**src/rtl/iepf_pkg.sv**
```systemverilog
// Shared types and constants of the ICMP echo parity packet filter.
// Depends on nothing; used by iepf_parse and icmp_echo_parity_packet_filter.
package iepf_pkg;

  localparam int unsigned OFF_W = 7;

  localparam logic [OFF_W-1:0] OFF_MAX = 7'd127;
  localparam logic [OFF_W-1:0] OFF_TYPE_HI = 7'd12;
  localparam logic [OFF_W-1:0] OFF_TYPE_LO = 7'd13;
  localparam logic [OFF_W-1:0] OFF_INNER_HI = 7'd16;
  localparam logic [OFF_W-1:0] OFF_INNER_LO = 7'd17;

  localparam logic [7:0] ETH_LEN = 8'd14;
  localparam logic [7:0] TAG_LEN = 8'd4;
  localparam logic [7:0] IPV4_LEN = 8'd20;
  localparam logic [7:0] IPV6_LEN = 8'd40;
  localparam logic [7:0] ICMP_LEN = 8'd8;

  localparam logic [OFF_W-1:0] IPV4_PROTO_AT = 7'd9;
  localparam logic [OFF_W-1:0] IPV6_PROTO_AT = 7'd6;

  localparam logic [15:0] TYPE_8021Q = 16'h8100;
  localparam logic [15:0] TYPE_8021AD = 16'h88A8;
  localparam logic [15:0] TYPE_IPV6 = 16'h86DD;

  localparam logic [7:0] PROTO_ICMP = 8'd1;
  localparam logic [7:0] PROTO_ICMPV6 = 8'd58;

  typedef enum logic [1:0] {
    L3_NONE = 2'd0,
    L3_IPV4 = 2'd1,
    L3_IPV6 = 2'd2
  } l3_kind_t;

  typedef enum logic {
    VERDICT_PASS = 1'b0,
    VERDICT_DROP = 1'b1
  } verdict_t;

  typedef struct packed {
    logic [7:0] data;
    logic       last;
  } iepf_beat_t;

  function automatic l3_kind_t kind_of(input logic [15:0] etype);
    kind_of = (etype == TYPE_IPV6) ? L3_IPV6 : L3_IPV4;
  endfunction

endpackage

```
**src/rtl/iepf_parse.sv**
```systemverilog
// Header parser of the ICMP echo parity packet filter: per-frame state and verdict logic.
// Depends on iepf_pkg.
module iepf_parse
  import iepf_pkg::*;
(
  input  logic       clk,
  input  logic       rst,
  input  logic       step,
  input  iepf_beat_t beat,
  output verdict_t   verdict
);

  logic [OFF_W-1:0] byte_offset, byte_offset_next;
  logic [15:0]      outer_ethertype, outer_ethertype_next;
  logic             vlan_tagged, vlan_tagged_next;
  l3_kind_t         l3_kind, l3_kind_next;
  logic [7:0]       next_protocol, next_protocol_next;
  logic             sequence_even, sequence_even_next;

  logic [OFF_W-1:0] base_now;
  logic [OFF_W-1:0] rel;
  logic [OFF_W-1:0] proto_at;
  logic [OFF_W-1:0] seq_at;
  logic [15:0]      etype_full;
  logic [7:0]       len;
  logic [7:0]       base;
  logic [7:0]       hdr_end;
  logic [7:0]       proto;

  always_comb begin
    outer_ethertype_next = outer_ethertype;
    vlan_tagged_next = vlan_tagged;
    l3_kind_next = l3_kind;
    next_protocol_next = next_protocol;
    sequence_even_next = sequence_even;
    base_now = vlan_tagged ? 7'(ETH_LEN + TAG_LEN) : 7'(ETH_LEN);
    rel = byte_offset - base_now;
    proto_at = (l3_kind == L3_IPV6) ? IPV6_PROTO_AT : IPV4_PROTO_AT;
    seq_at = (l3_kind == L3_IPV6) ? 7'(IPV6_LEN + ICMP_LEN - 8'd1)
                                  : 7'(IPV4_LEN + ICMP_LEN - 8'd1);
    etype_full = {outer_ethertype[15:8], beat.data};
    if (l3_kind != L3_NONE && byte_offset >= base_now) begin
      if (rel == proto_at) begin
        next_protocol_next = beat.data;
      end
      if (rel == seq_at) begin
        sequence_even_next = ~beat.data[0];
      end
    end else if (byte_offset == OFF_TYPE_HI) begin
      outer_ethertype_next = {beat.data, 8'd0};
    end else if (byte_offset == OFF_TYPE_LO) begin
      outer_ethertype_next = etype_full;
      if (etype_full == TYPE_8021Q || etype_full == TYPE_8021AD) begin
        vlan_tagged_next = 1'b1;
      end else begin
        l3_kind_next = kind_of(etype_full);
      end
    end else if (vlan_tagged && byte_offset == OFF_INNER_HI) begin
      outer_ethertype_next = {beat.data, 8'd0};
    end else if (vlan_tagged && byte_offset == OFF_INNER_LO) begin
      outer_ethertype_next = etype_full;
      l3_kind_next = kind_of(etype_full);
    end
  end

  always_comb begin
    len = {1'b0, byte_offset} + 8'd1;
    base = vlan_tagged_next ? (ETH_LEN + TAG_LEN) : ETH_LEN;
    hdr_end = base + ((l3_kind_next == L3_IPV6) ? IPV6_LEN : IPV4_LEN);
    proto = (l3_kind_next == L3_IPV6) ? PROTO_ICMPV6 : PROTO_ICMP;
    if (len < ETH_LEN) begin
      verdict = VERDICT_DROP;
    end else if (vlan_tagged_next && len < ETH_LEN + TAG_LEN) begin
      verdict = VERDICT_DROP;
    end else if (len < hdr_end) begin
      verdict = VERDICT_PASS;
    end else if (next_protocol_next != proto) begin
      verdict = VERDICT_PASS;
    end else if (len < hdr_end + ICMP_LEN) begin
      verdict = VERDICT_PASS;
    end else begin
      verdict = sequence_even_next ? VERDICT_DROP : VERDICT_PASS;
    end
  end

  always_comb begin
    if (beat.last) begin
      byte_offset_next = '0;
    end else if (byte_offset < OFF_MAX) begin
      byte_offset_next = byte_offset + 7'd1;
    end else begin
      byte_offset_next = byte_offset;
    end
  end

  always_ff @(posedge clk) begin
    if (rst) begin
      byte_offset <= '0;
      outer_ethertype <= '0;
      vlan_tagged <= 1'b0;
      l3_kind <= L3_NONE;
      next_protocol <= '0;
      sequence_even <= 1'b0;
    end else if (step) begin
      byte_offset <= byte_offset_next;
      if (beat.last) begin
        outer_ethertype <= '0;
        vlan_tagged <= 1'b0;
        l3_kind <= L3_NONE;
        next_protocol <= '0;
        sequence_even <= 1'b0;
      end else begin
        outer_ethertype <= outer_ethertype_next;
        vlan_tagged <= vlan_tagged_next;
        l3_kind <= l3_kind_next;
        next_protocol <= next_protocol_next;
        sequence_even <= sequence_even_next;
      end
    end
  end

endmodule

```
**src/rtl/icmp_echo_parity_packet_filter.sv**
```systemverilog
// Top level of the ICMP echo parity packet filter: input register, parser and result register.
// Depends on iepf_pkg and iepf_parse.
//
//   Channel  Dir  Bus                    Beat
//   s_*      in   tdata[7:0], tlast      one frame byte, tlast on the final byte
//   m_*      out  tdata[7:0]             one verdict per frame, bit 0
//
// One byte is taken each cycle while no final byte is held; a byte passes the input register
// and then the parser, whose verdict on a final byte is loaded into the result register.
// Only a final byte waits for a free result register; other bytes are always consumed.
// Reset clears the frame state and both valid flags.
module icmp_echo_parity_packet_filter
  import iepf_pkg::*;
(
  input  logic       clk,
  input  logic       rst,
  input  logic       s_tvalid,
  output logic       s_tready,
  input  logic [7:0] s_tdata,   // [7:0] data_byte
  input  logic       s_tlast,   // last_byte
  output logic       m_tvalid,
  input  logic       m_tready,
  output logic [7:0] m_tdata    // [0] verdict, [7:1] zero
);

  iepf_beat_t in_beat;
  logic       in_valid;
  logic       out_free;
  logic       consume;
  verdict_t   verdict;
  verdict_t   out_verdict;

  assign out_free = ~m_tvalid | m_tready;
  assign consume = in_valid & (~in_beat.last | out_free);
  assign s_tready = ~in_valid | consume;

  always_ff @(posedge clk) begin
    if (rst) begin
      in_valid <= 1'b0;
    end else if (s_tready) begin
      in_valid <= s_tvalid;
    end
  end

  always_ff @(posedge clk) begin
    if (s_tready && s_tvalid) begin
      in_beat <= '{data: s_tdata, last: s_tlast};
    end
  end

  iepf_parse u_parse (
    .clk     (clk),
    .rst     (rst),
    .step    (consume),
    .beat    (in_beat),
    .verdict (verdict)
  );

  always_ff @(posedge clk) begin
    if (rst) begin
      m_tvalid <= 1'b0;
    end else if (consume && in_beat.last) begin
      m_tvalid <= 1'b1;
    end else if (m_tready) begin
      m_tvalid <= 1'b0;
    end
  end

  always_ff @(posedge clk) begin
    if (consume && in_beat.last) begin
      out_verdict <= verdict;
    end
  end

  assign m_tdata = {7'd0, out_verdict};

`ifndef NO_ASSERTIONS
  a_out_from_last: assert property (@(posedge clk) disable iff (rst)
    $rose(m_tvalid) |-> $past(consume && in_beat.last))
    else $error("verdict raised without a final byte");

  a_last_needs_room: assert property (@(posedge clk) disable iff (rst)
    (consume && in_beat.last) |-> out_free)
    else $error("final byte taken while the result register was full");

  a_empty_ready: assert property (@(posedge clk) disable iff (rst)
    !in_valid |-> s_tready)
    else $error("input stalled with an empty input register");
`endif

endmodule
```
**config.mk**
```make
export PLATFORM = sky130hd
export DESIGN_NAME = icmp_echo_parity_packet_filter
export DESIGN_NICKNAME = d
export VERILOG_FILES = /design/src/rtl/iepf_pkg.sv /design/src/rtl/iepf_parse.sv /design/src/rtl/icmp_echo_parity_packet_filter.sv
export SDC_FILE = /design/constraint.sdc
export NUM_CORES = 1
export LEC_CHECK = 0
export BUFFER_PORTS_ARGS = -buffer_cell sky130_fd_sc_hd__buf_2
export CELL_PAD_IN_SITES_DETAIL_PLACEMENT = 2
export CELL_PAD_IN_SITES_GLOBAL_PLACEMENT = 2
export CORE_MARGIN = 1.5
export CORE_UTILIZATION = 37
export DETAILED_ROUTE_END_ITERATION = 8
export PLACE_DENSITY = 0.9
export SKIP_LAST_GASP = 1
export SLEW_MARGIN = 20
export SYNTH_ARGS = -nofsm -noshare
export SYNTH_HDL_FRONTEND = slang
export SYNTH_SLANG_ARGS = --single-unit
```
**constraint.sdc**
```tcl
create_clock -name clk -period 4.89 [get_ports clk]
set_clock_uncertainty 0.2 [all_clocks]
set_input_delay 0.7335 -clock clk [delete_from_list [all_inputs] [get_ports clk]]
set_output_delay 0.7335 -clock clk [all_outputs]
set_load 0.005 [all_outputs]
```
==> flow_summary_export.csv, run 1 <==
group,metric,value,unit
final_layout,drive_gt1_share,13.59,%
die,die_h,85.18,um
final_layout,n_antenna_cell,0,
run_status,outcome,"finished, violations left",
die,fp.dieW,85.18,um
logic_synthesis,synth_cell_types,61,
route,drc,2,
logic_synthesis,ys_warn_count,0,
logic_synthesis,ys.flop_type,"dfxtp_1",
critical_path,cp_num_cells,17,
route,first_pass_iters,6,
grt,grt_max_degree,30,
power_and_ir_drop,switching_share,26.30,%
clocking,cts_sinks,39,
die,die-area,7255,um^2
critical_path,required,4.75,ns
die,coreArea,6422,um^2
critical_path,crit_family,"compound AO/OA/AOI/OAI gates",
critical_path,critPathMaxStageDelay,0.59,ns
clocking,clk_path_buf_depth,2,
run_status,violations,"DRC",
final_layout,fill_cells,692,
sta,worstMarginPinSlew,0.6265,ns
placed_design,numPortBuffers,15,
clocking,cts_resized,0,
clocking,cts_setup_buffers,0,
clocking,cts_buffers,5,
route,wirelength,8138,um
sta,setup_tns,0,ns
sta,hold_viol,0,
critical_path,crit_arrival,4.49,ns
critical_path,crit_chain,"inv_1 > fa_1 > nand2b_1 > a21oi_2 > o22a_1 > o31ai_1 > and2_1 > ha_1 > inv_1 > ha_1 > a21o_1 > nor2b_1 > o21ai_0 > nor4b_2 > o21ai_0 > a32oi_2 > o31ai_2",
die,start_util,38.91,%
worst_hold_path,hold_path.class,"reg2reg",
clocking,clk_pin_slew,0.09,ns
placed_design,dp_slack,0.2740,ns
sta,setup_viol,0,
critical_path,path_buf_inv,2,
route,ant_nets,0,
worst_hold_path,hold-path-cell-count,2,
final_layout,regArea,882.1,um^2
clocking,cts_tree,"yes",
logic_synthesis,synthCells,276,
clocking,cts-root-buf,"clkbuf_8",
die,io_pins,23,
final_layout,area_growth,7.411,%
final_layout,multi_input_area,1474,um^2
grt,grt_usage,22.63,%
power_and_ir_drop,power.share.combinational,5.4,%
grt,grt_pass1_wl,12550,um
power_and_ir_drop,switching_power,0.1596,mW
sta,fin_crit_sh,94.58,%
grt,grt_pass1_vias,2335,
grt,antenna_found_initial,0,
route,viasPerCell,5.940,
sta,maxSlewViolCount,0,
route,vias,2162,
clocking,htree_levels,2,
placed_design,placed_cells,356,
critical_path,cp-start-kind,"register",
logic_synthesis,synth_top_area_share,23.23,%
final_layout,nNetsFinal,319,
clocking,postCtsHoldBufs,0,
grt,grt-ovfl-total,0,
logic_synthesis,syn_area_per_cell,9.053,um^2
critical_path,crit_type,"reg2reg",
placed_design,dp_hpwl,5957,um
logic_synthesis,async_reset_ff_share,0,%
critical_path,endpoint_kind,"register",
power_and_ir_drop,p_int,0.4473,mW
route,wl_per_cell,22.36,um
sta,fmax,0.2162,GHz
job,maxCapViolCount,0,
placed_design,gp_congestion,0.8480,
critical_path,rrSetupSlack,0.27,ns
logic_synthesis,ys_ff_latch,39,
final_layout,fin_cells,364,
logic_synthesis,synth_area,2499,um^2
logic_synthesis,synth_edf_count,10,
final_layout,post-route-util,41.79,%
power_and_ir_drop,pwr_density_cell,226.1,nW/um^2
power_and_ir_drop,ir_drop,0.1770,mV
logic_synthesis,synthTopCellsByArea,"dfxtp_1, edfxtp_1, ha_1, a22oi_1, nor2_1",
power_and_ir_drop,power_frac_seq,57.3,%
sta,period_needed,4.625,ns
placed_design,post_dp_cell_area,2585,um^2
sta,rsz0062_at_grt,"false",
critical_path,crit_slowest_cell,"dfxtp_1",
logic_synthesis,ys_seq_area_share,35.25,%
power_and_ir_drop,leakage,1.068,nW
critical_path,path_max_fanout,11,
sta,whs,0.3165,ns
clocking,clk-insertion-delay-late,0.31,ns
power_and_ir_drop,total_power,0.6069,mW
final_layout,fin_area,2684,um^2
sta,setup_slack,0.2651,ns
power_and_ir_drop,pwr-share-clk,37.3,%
route,drt_iter0_markers,134,
die,rows,29,
logic_synthesis,synth_area_leader_cell,"dfxtp_1",
sta,slew-limit-headroom,57.79,%
critical_path,reg2regPathDepth,17,
[routing by layer]
| layer | vias up | part of all wire [%] | global-route usage [%] |
|---|---|---|---|
| li1 | 1011 | - | - |
| met1 | 1082 | 43 | 28.57 |
| met2 | 59 | 51 | 40.48 |
| met3 | 10 | 4.0 | 2.529 |
| met4 | 0 | 1.5 | 6.855 |
| met5 | - | 0 | 0 |
[tightest hold or removal path: stages, from the launching register on]
cell and delay (ns):
dfxtp_1 0.34, a32oi_1 0.06, nor2_1 0.08
[cell families after synthesis]
group,count (synthesis),share of synthesized area (%)
flip-flops,39,35.25
XOR/XNOR,9,3.155
multiplexers,4,1.753
AO/OA/AOI/OAI,67,20.68
buffers and inverters,37,7.161
adder cells (fa/ha/maj),20,10.32
other,1,0.1501
AND/OR/NAND/NOR,99,21.53
[path summary, 6_finish.rpt]
| kind | start | end |
|---|---|---|
| worst max-delay path | u_parse.byte_offset[2]$_SDFFE_PP0P_ | out_verdict$_SDFFCE_PP1P_ |
| worst min-delay path | u_parse.sequence_even$_SDFFE_PP0P_ | u_parse.sequence_even$_SDFFE_PP0P_ |
| worst max register to register | u_parse.byte_offset[2]$_SDFFE_PP0P_ | out_verdict$_SDFFCE_PP1P_ |
| worst min register to register | u_parse.sequence_even$_SDFFE_PP0P_ | u_parse.sequence_even$_SDFFE_PP0P_ |
[Yosys cell counts, types with 4 or more instances]
cell      count
a21o_1        5
a21oi_1       8
a22oi_1      21
buf_4         8
clkbuf_1      7
dfxtp_1      29
edfxtp_1     10
ha_1         19
inv_1        18
nand2_1       9
nand3_1       9
nand4_1       5
nor2_1       42
nor2b_1       6
o21ai_0       5
xnor2_1       4
xor2_1        5
[placed cells by master (no fill, tap or decap), types with 3 or more instances in the layout]
cell,Yosys,layout
a2111oi_0,3,3
a21o_1,5,5
a21oi_1,8,8
a22oi_1,21,21
buf_2,2,15
clkbuf_8,0,5
conb_1,1,7
dfxtp_1,29,28
edfxtp_1,10,10
ha_1,19,19
inv_1,18,18
nand2_1,9,9
nand2b_1,3,3
nand3_1,9,9
nand3b_1,3,3
nand4_1,5,5
nor2_1,42,42
nor2b_1,6,6
nor4_1,3,3
o21ai_0,5,5
o21ai_1,3,3
o31ai_1,3,3
xnor2_1,4,4
xor2_1,5,5
[power groups by stage]
stage               Clock [mW]  Combinational, mW  Sequential [mW]
detailed placement           0             0.0317            0.355
floorplan                    0             0.0239            0.349
global route             0.236             0.0363            0.349
CTS                      0.227             0.0319            0.347
finish                   0.226             0.0331            0.348
global placement             0             0.0293            0.354
[layout make-up]
type | instances | area share [%]
Inverter | 19 | 2.657
Clock inverter | 2 | 0.4662
Timing Repair Buffer | 15 | 2.797
Tap cell | 77 | 3.590
Multi-Input combinational cell | 206 | 54.92
Sequential cell | 39 | 32.87
Clock buffer | 6 | 2.704
[flip-flops by register name, indices dropped and copies added, names as in the netlist]
| signal | cells |
|---|---|
| u_parse.outer_ethertype | 8 |
| in_valid | 1 |
| out_verdict | 1 |
| u_parse.byte_offset | 7 |
| in_beat | 9 |
| m_tvalid | 1 |
| u_parse.next_protocol | 8 |
| u_parse.vlan_tagged | 1 |
| u_parse.sequence_even | 1 |
| u_parse.l3_kind | 2 |
(Power assumes the default switching activity.)
==> run 2, diff against run 1 <==
- CORE_ASPECT_RATIO: default -> 1.2
==> flow_summary_export.csv, run 2 (synthesis results as in run 1) <==
group,metric,value,unit
placed_design,dp_hpwl,6211,um
final_layout,area_growth,8.613,%
route,first_pass_iters,6,
die,start_util,38.52,%
grt,antenna_found_initial,0,
final_layout,fin_cells,372,
clocking,htree_levels,2,
die,rows,32,
critical_path,required,4.74,ns
worst_hold_path,hold_path.class,"reg2reg",
clocking,cts_sinks,39,
critical_path,critPathMaxStageDelay,0.52,ns
final_layout,biggestRegsByFlops,"in_beat (9), u_parse.next_protocol (8), u_parse.outer_ethertype (8)",
sta,maxSlewViolCount,0,
route,drt_iter0_markers,98,
grt,grt_pass1_wl,13690,um
route,viasPerCell,5.901,
sta,worstMarginPinSlew,1.074,ns
route,dr_wl_met3,207,um
power_and_ir_drop,ir_drop,0.1067,mV
die,fp.dieW,78.02,um
sta,fin_crit_sh,92.82,%
clocking,clk-insertion-delay-late,0.30,ns
critical_path,path_max_fanout,8,
job,maxCapViolCount,0,
critical_path,cp-start-kind,"register",
critical_path,crit_top_cell,"ha_1",
run_status,outcome,"finished, final reports clean",
clocking,cts_buffers,5,
sta,setup_viol,0,
sta,period_needed,4.539,ns
route,ant_nets,0,
final_layout,drive_gt1_share,13.24,%
clocking,cts_tree,"yes",
power_and_ir_drop,leakage,1.084,nW
sta,setup_tns,0,ns
route,drc,0,
final_layout,top_register,"in_beat",
die,io_pins,23,
critical_path,crit_type,"reg2reg",
final_layout,final_cell_mix,"nor2_1, dfxtp_1, a22oi_1, ha_1, inv_1",
final_layout,largest_reg_flops,9,
route,vias,2195,
clocking,postCtsHoldBufs,0,
grt,grt-ovfl-total,0,
sta,whs,0.3304,ns
route,dr_wl_met2,4706,um
clocking,cts-root-buf,"clkbuf_8",
clocking,clk_pin_slew,0.09,ns
grt,grt_pass1_vias,2456,
power_and_ir_drop,pwr_density_cell,243.1,nW/um^2
sta,fmax,0.2203,GHz
critical_path,endpoint_kind,"register",
route,m1WireLength,3344,um
grt,grt_usage,24.98,%
final_layout,n_antenna_cell,0,
die,die_h,93.02,um
sta,slew-limit-headroom,28.03,%
route,top_layer_used,"met4",
placed_design,numPortBuffers,15,
clocking,clk_path_buf_depth,2,
placed_design,placed_cells,364,
critical_path,crit_chain,"inv_1 > ha_1 > or4b_4 > a2111oi_4 > o31ai_1 > and2_1 > ha_1 > inv_1 > ha_1 > a21o_1 > nor2b_1 > o21ai_0 > nor4b_2 > o21ai_0 > a32oi_2 > o31ai_2",
final_layout,nNetsFinal,319,
grt,grt_max_degree,30,
sta,rsz0062_at_grt,"false",
placed_design,gp_congestion,0.8960,
route,wl_per_cell,23.07,um
final_layout,final_common_cell,"nor2_1",
critical_path,crit_slowest_cell,"or4b_4",
die,coreArea,6486,um^2
clocking,cts_setup_buffers,0,
route,wirelength,8583,um
critical_path,crit_arrival,4.39,ns
die,die-area,7257,um^2
sta,hold_viol,0,
run 2: cell types whose count changed in the layout (fill, tap and decap cells not counted):
cell and change:
a31oi_2 -1, bufinv_16 +1, clkinv_4 +1, clkbuf_1 -1, a31oi_1 +1, dfxtp_1 +1
clkinvlp_4 -1, dfxtp_2 -1
run 2: stage by stage:
step / power, mW / setup WS [ns] / cell area, um^2 / util (%)
2_1_floorplan: 0.3732 / 0.8238 / 2521 / -
3_3_place_gp: 0.3842 / 0.4995 / 2595 / 40.01
3_5_place_dp: 0.3874 / 0.2635 / 2595 / 40.01
4_1_cts: 0.6606 / 0.1714 / 2708 / 41.74
5_1_grt: 0.6811 / 0.07511 / 2714 / 41.84
6_report: 0.6597 / 0.3513 / 2714 / 41.84
run 2: power by group:
group / internal (mW) / total (mW) / switching (mW)
logic: 0.0105 / 0.0335 / 0.0229
clock network: 0.152 / 0.278 / 0.126
registers: 0.337 / 0.348 / 0.0114
total: 0.499 / 0.660 / 0.160
run 2: worst paths after layout:
| path | from | end | slack (ns) | depth (start not counted) |
|---|---|---|---|---|
| hold reg to reg | u_parse.next_protocol[2]$_SDFFE_PP0P_ | u_parse.next_protocol[2]$_SDFFE_PP0P_ | 0.33 | 2 |
| setup / recovery | u_parse.byte_offset[1]$_SDFFE_PP0P_ | out_verdict$_SDFFCE_PP1P_ | 0.35 | 16 |
| setup reg to reg | u_parse.byte_offset[1]$_SDFFE_PP0P_ | out_verdict$_SDFFCE_PP1P_ | 0.35 | 16 |
| hold / removal | u_parse.next_protocol[2]$_SDFFE_PP0P_ | u_parse.next_protocol[2]$_SDFFE_PP0P_ | 0.33 | 2 |
run 2: area by class of cell:
class                           instances  area, um^2
Fill cell                             741        3772
Multi-Input combinational cell        206        1468
Clock inverter                          3       43.79
Tap cell                               85       106.4
Sequential cell                        39       880.8
Clock buffer                            5       68.82
Inverter                               19       71.32
Timing Repair Buffer                   15       75.07
run 2: what timing repair did:
item / CTS / global route
endpoints found under the hold margin: 0 / 0
resized for setup: 0 / 1
endpoints found under the setup margin: 0 / 1
run 2: per-layer routing:
layer  GRT usage (%)  vias to the layer above
met5               0                        -
met4           10.86                        0
met3           3.415                       27
met2           48.04                       40
met1           26.80                     1118
li1                -                     1010
run 2: worst max-delay path, delay by kind of cell, from the launching register on:
kind / cells / cell delay (ns)
AOI/OAI and AO/OA: 7 / 1.44
and+or+nand+nor: 4 / 1.19
adders and majority gates: 3 / 0.85
DFF: 1 / 0.39
buffers and inverters: 2 / 0.23
==> run 3, diff against run 2 <==
- CORE_UTILIZATION: 37 -> 40
- PLACE_DENSITY: 0.9 -> 0.95
- RECOVER_POWER: default -> 100
- clock period: 4.89 -> 5.3 ns (I/O delays scaled with it)
==> flow_summary_export.csv, run 3 (synthesis results as in run 1) <==
group,metric,value,unit
clocking,postCtsHoldBufs,0,
critical_path,path_max_fanout,8,
critical_path,crit_arrival,4.89,ns
route,m1WireLength,3300,um
final_layout,final_common_cell,"nor2_1",
route,dr_wl_met3,316,um
final_layout,area_growth,6.009,%
grt,antenna_found_initial,0,
route,wirelength,9001,um
critical_path,required,5.15,ns
route,vias,2269,
sta,setup_slack,0.2660,ns
final_layout,final_cell_mix,"nor2_1, dfxtp_1, a22oi_1, ha_1, inv_1",
grt,grt_usage,28.06,%
route,wl_per_cell,24.39,um
placed_design,dp_hpwl,6737,um
die,die-area,6732,um^2
clocking,cts_setup_buffers,0,
clocking,clk_path_buf_depth,2,
die,die_h,89.58,um
final_layout,n_antenna_cell,0,
sta,slew-limit-headroom,27.88,%
placed_design,dp_slack,0.3631,ns
sta,rsz0062_at_grt,"false",
route,drt_iter0_markers,112,
clocking,cts-root-buf,"clkbuf_8",
grt,grt-ovfl-total,0,
sta,setup_tns,0,ns
grt,grt_pass1_vias,2518,
sta,maxSlewViolCount,0,
run_status,outcome,"finished, final reports clean",
final_layout,largest_reg_flops,9,
grt,grt_max_degree,30,
route,top_layer_used,"met4",
final_layout,fin_area,2649,um^2
route,ant_nets,0,
final_layout,fill_cells,690,
final_layout,nNetsFinal,319,
sta,hold_viol,0,
critical_path,crit_type,"reg2reg",
power_and_ir_drop,ir_drop,0.08865,mV
sta,fmax,0.1987,GHz
power_and_ir_drop,pwr_density_cell,211.0,nW/um^2
clocking,cts_tree,"yes",
route,viasPerCell,6.149,
clocking,htree_levels,2,
job,maxCapViolCount,0,
worst_hold_path,hold_path.class,"reg2reg",
final_layout,post-route-util,43.78,%
placed_design,gp_congestion,0.8912,
die,coreArea,6051,um^2
sta,period_needed,5.034,ns
route,first_pass_iters,4,
clocking,cts_buffers,5,
route,drc,0,
clocking,clk-insertion-delay-late,0.30,ns
sta,worstMarginPinSlew,1.077,ns
clocking,cts_resized,0,
clocking,clk_pin_slew,0.09,ns
final_layout,top_register,"in_beat",
route,dr_wl_met2,4847,um
die,start_util,41.29,%
final_layout,biggestRegsByFlops,"in_beat (9), u_parse.next_protocol (8), u_parse.outer_ethertype (8)",
critical_path,cp-start-kind,"register",
sta,fin_crit_sh,94.98,%
final_layout,drive_gt1_share,10.10,%
sta,setup_viol,0,
placed_design,numPortBuffers,15,
die,fp.dieW,75.15,um
placed_design,post_dp_cell_area,2591,um^2
clocking,cts_sinks,39,
die,io_pins,23,
grt,grt_pass1_wl,13420,um
die,rows,31,
critical_path,endpoint_kind,"register",
power_and_ir_drop,leakage,1.030,nW
## run 3: worst paths after layout
path	from	end	slack, ns	cells after the start
max	u_parse.byte_offset[1]$_SDFFE_PP0P_	out_verdict$_SDFFCE_PP1P_	0.27	16
min	u_parse.next_protocol[2]$_SDFFE_PP0P_	u_parse.next_protocol[2]$_SDFFE_PP0P_	0.34	2
max reg2reg	u_parse.byte_offset[1]$_SDFFE_PP0P_	out_verdict$_SDFFCE_PP1P_	0.27	16
min reg2reg	u_parse.next_protocol[2]$_SDFFE_PP0P_	u_parse.next_protocol[2]$_SDFFE_PP0P_	0.34	2
## run 3: layout make-up
| class | count | area [um^2] | area share [%] |
|---|---|---|---|
| clock buffers | 6 | 72.57 | 2.740 |
| clock inverters | 2 | 12.51 | 0.4724 |
| inverters | 19 | 71.32 | 2.692 |
| multi-input cells | 206 | 1439 | 54.32 |
| flip-flops and latches | 39 | 880.8 | 33.25 |
| well taps | 82 | 102.6 | 3.873 |
| repair buffers | 15 | 70.07 | 2.645 |
## run 3: per-stage QoR
stage                     hold WS (ns)  total power, mW  std cells
after global routing            0.3650           0.5747        369
after floorplan                 0.2548           0.3444        282
after CTS                       0.3370           0.5629        369
after global placement          0.2766           0.3540        361
after detailed placement        0.3169           0.3584        361
final                           0.3394           0.5588        369
## run 3: worst max-delay path: stages (launching register included)
cell and delay [ns]:
dfxtp_1 0.39, inv_1 0.19, ha_1 0.33, or4b_1 0.53
a2111oi_4 0.50, o31ai_1 0.18, and2_1 0.23, ha_1 0.30
inv_1 0.04, ha_1 0.28, a21o_1 0.19, nor2b_1 0.13
o21ai_0 0.19, nor4b_1 0.50, o21ai_0 0.25, a32oi_2 0.27
o31ai_2 0.08
## run 3: per-layer routing
| metal | up-vias | global-route usage [%] |
|---|---|---|
| met5 | - | 0 |
| met4 | 0 | 19.81 |
| met3 | 38 | 5.022 |
| met2 | 85 | 51.01 |
| met1 | 1137 | 28.57 |
| li1 | 1009 | - |
## run 3: power breakdown
part	total, mW	leakage [nW]	switching, mW	internal [mW]
Clock	0.207	0.0412	0.114	0.0921
Sequential	0.321	0.328	0.0104	0.311
Combinational	0.0312	0.661	0.0221	0.00913
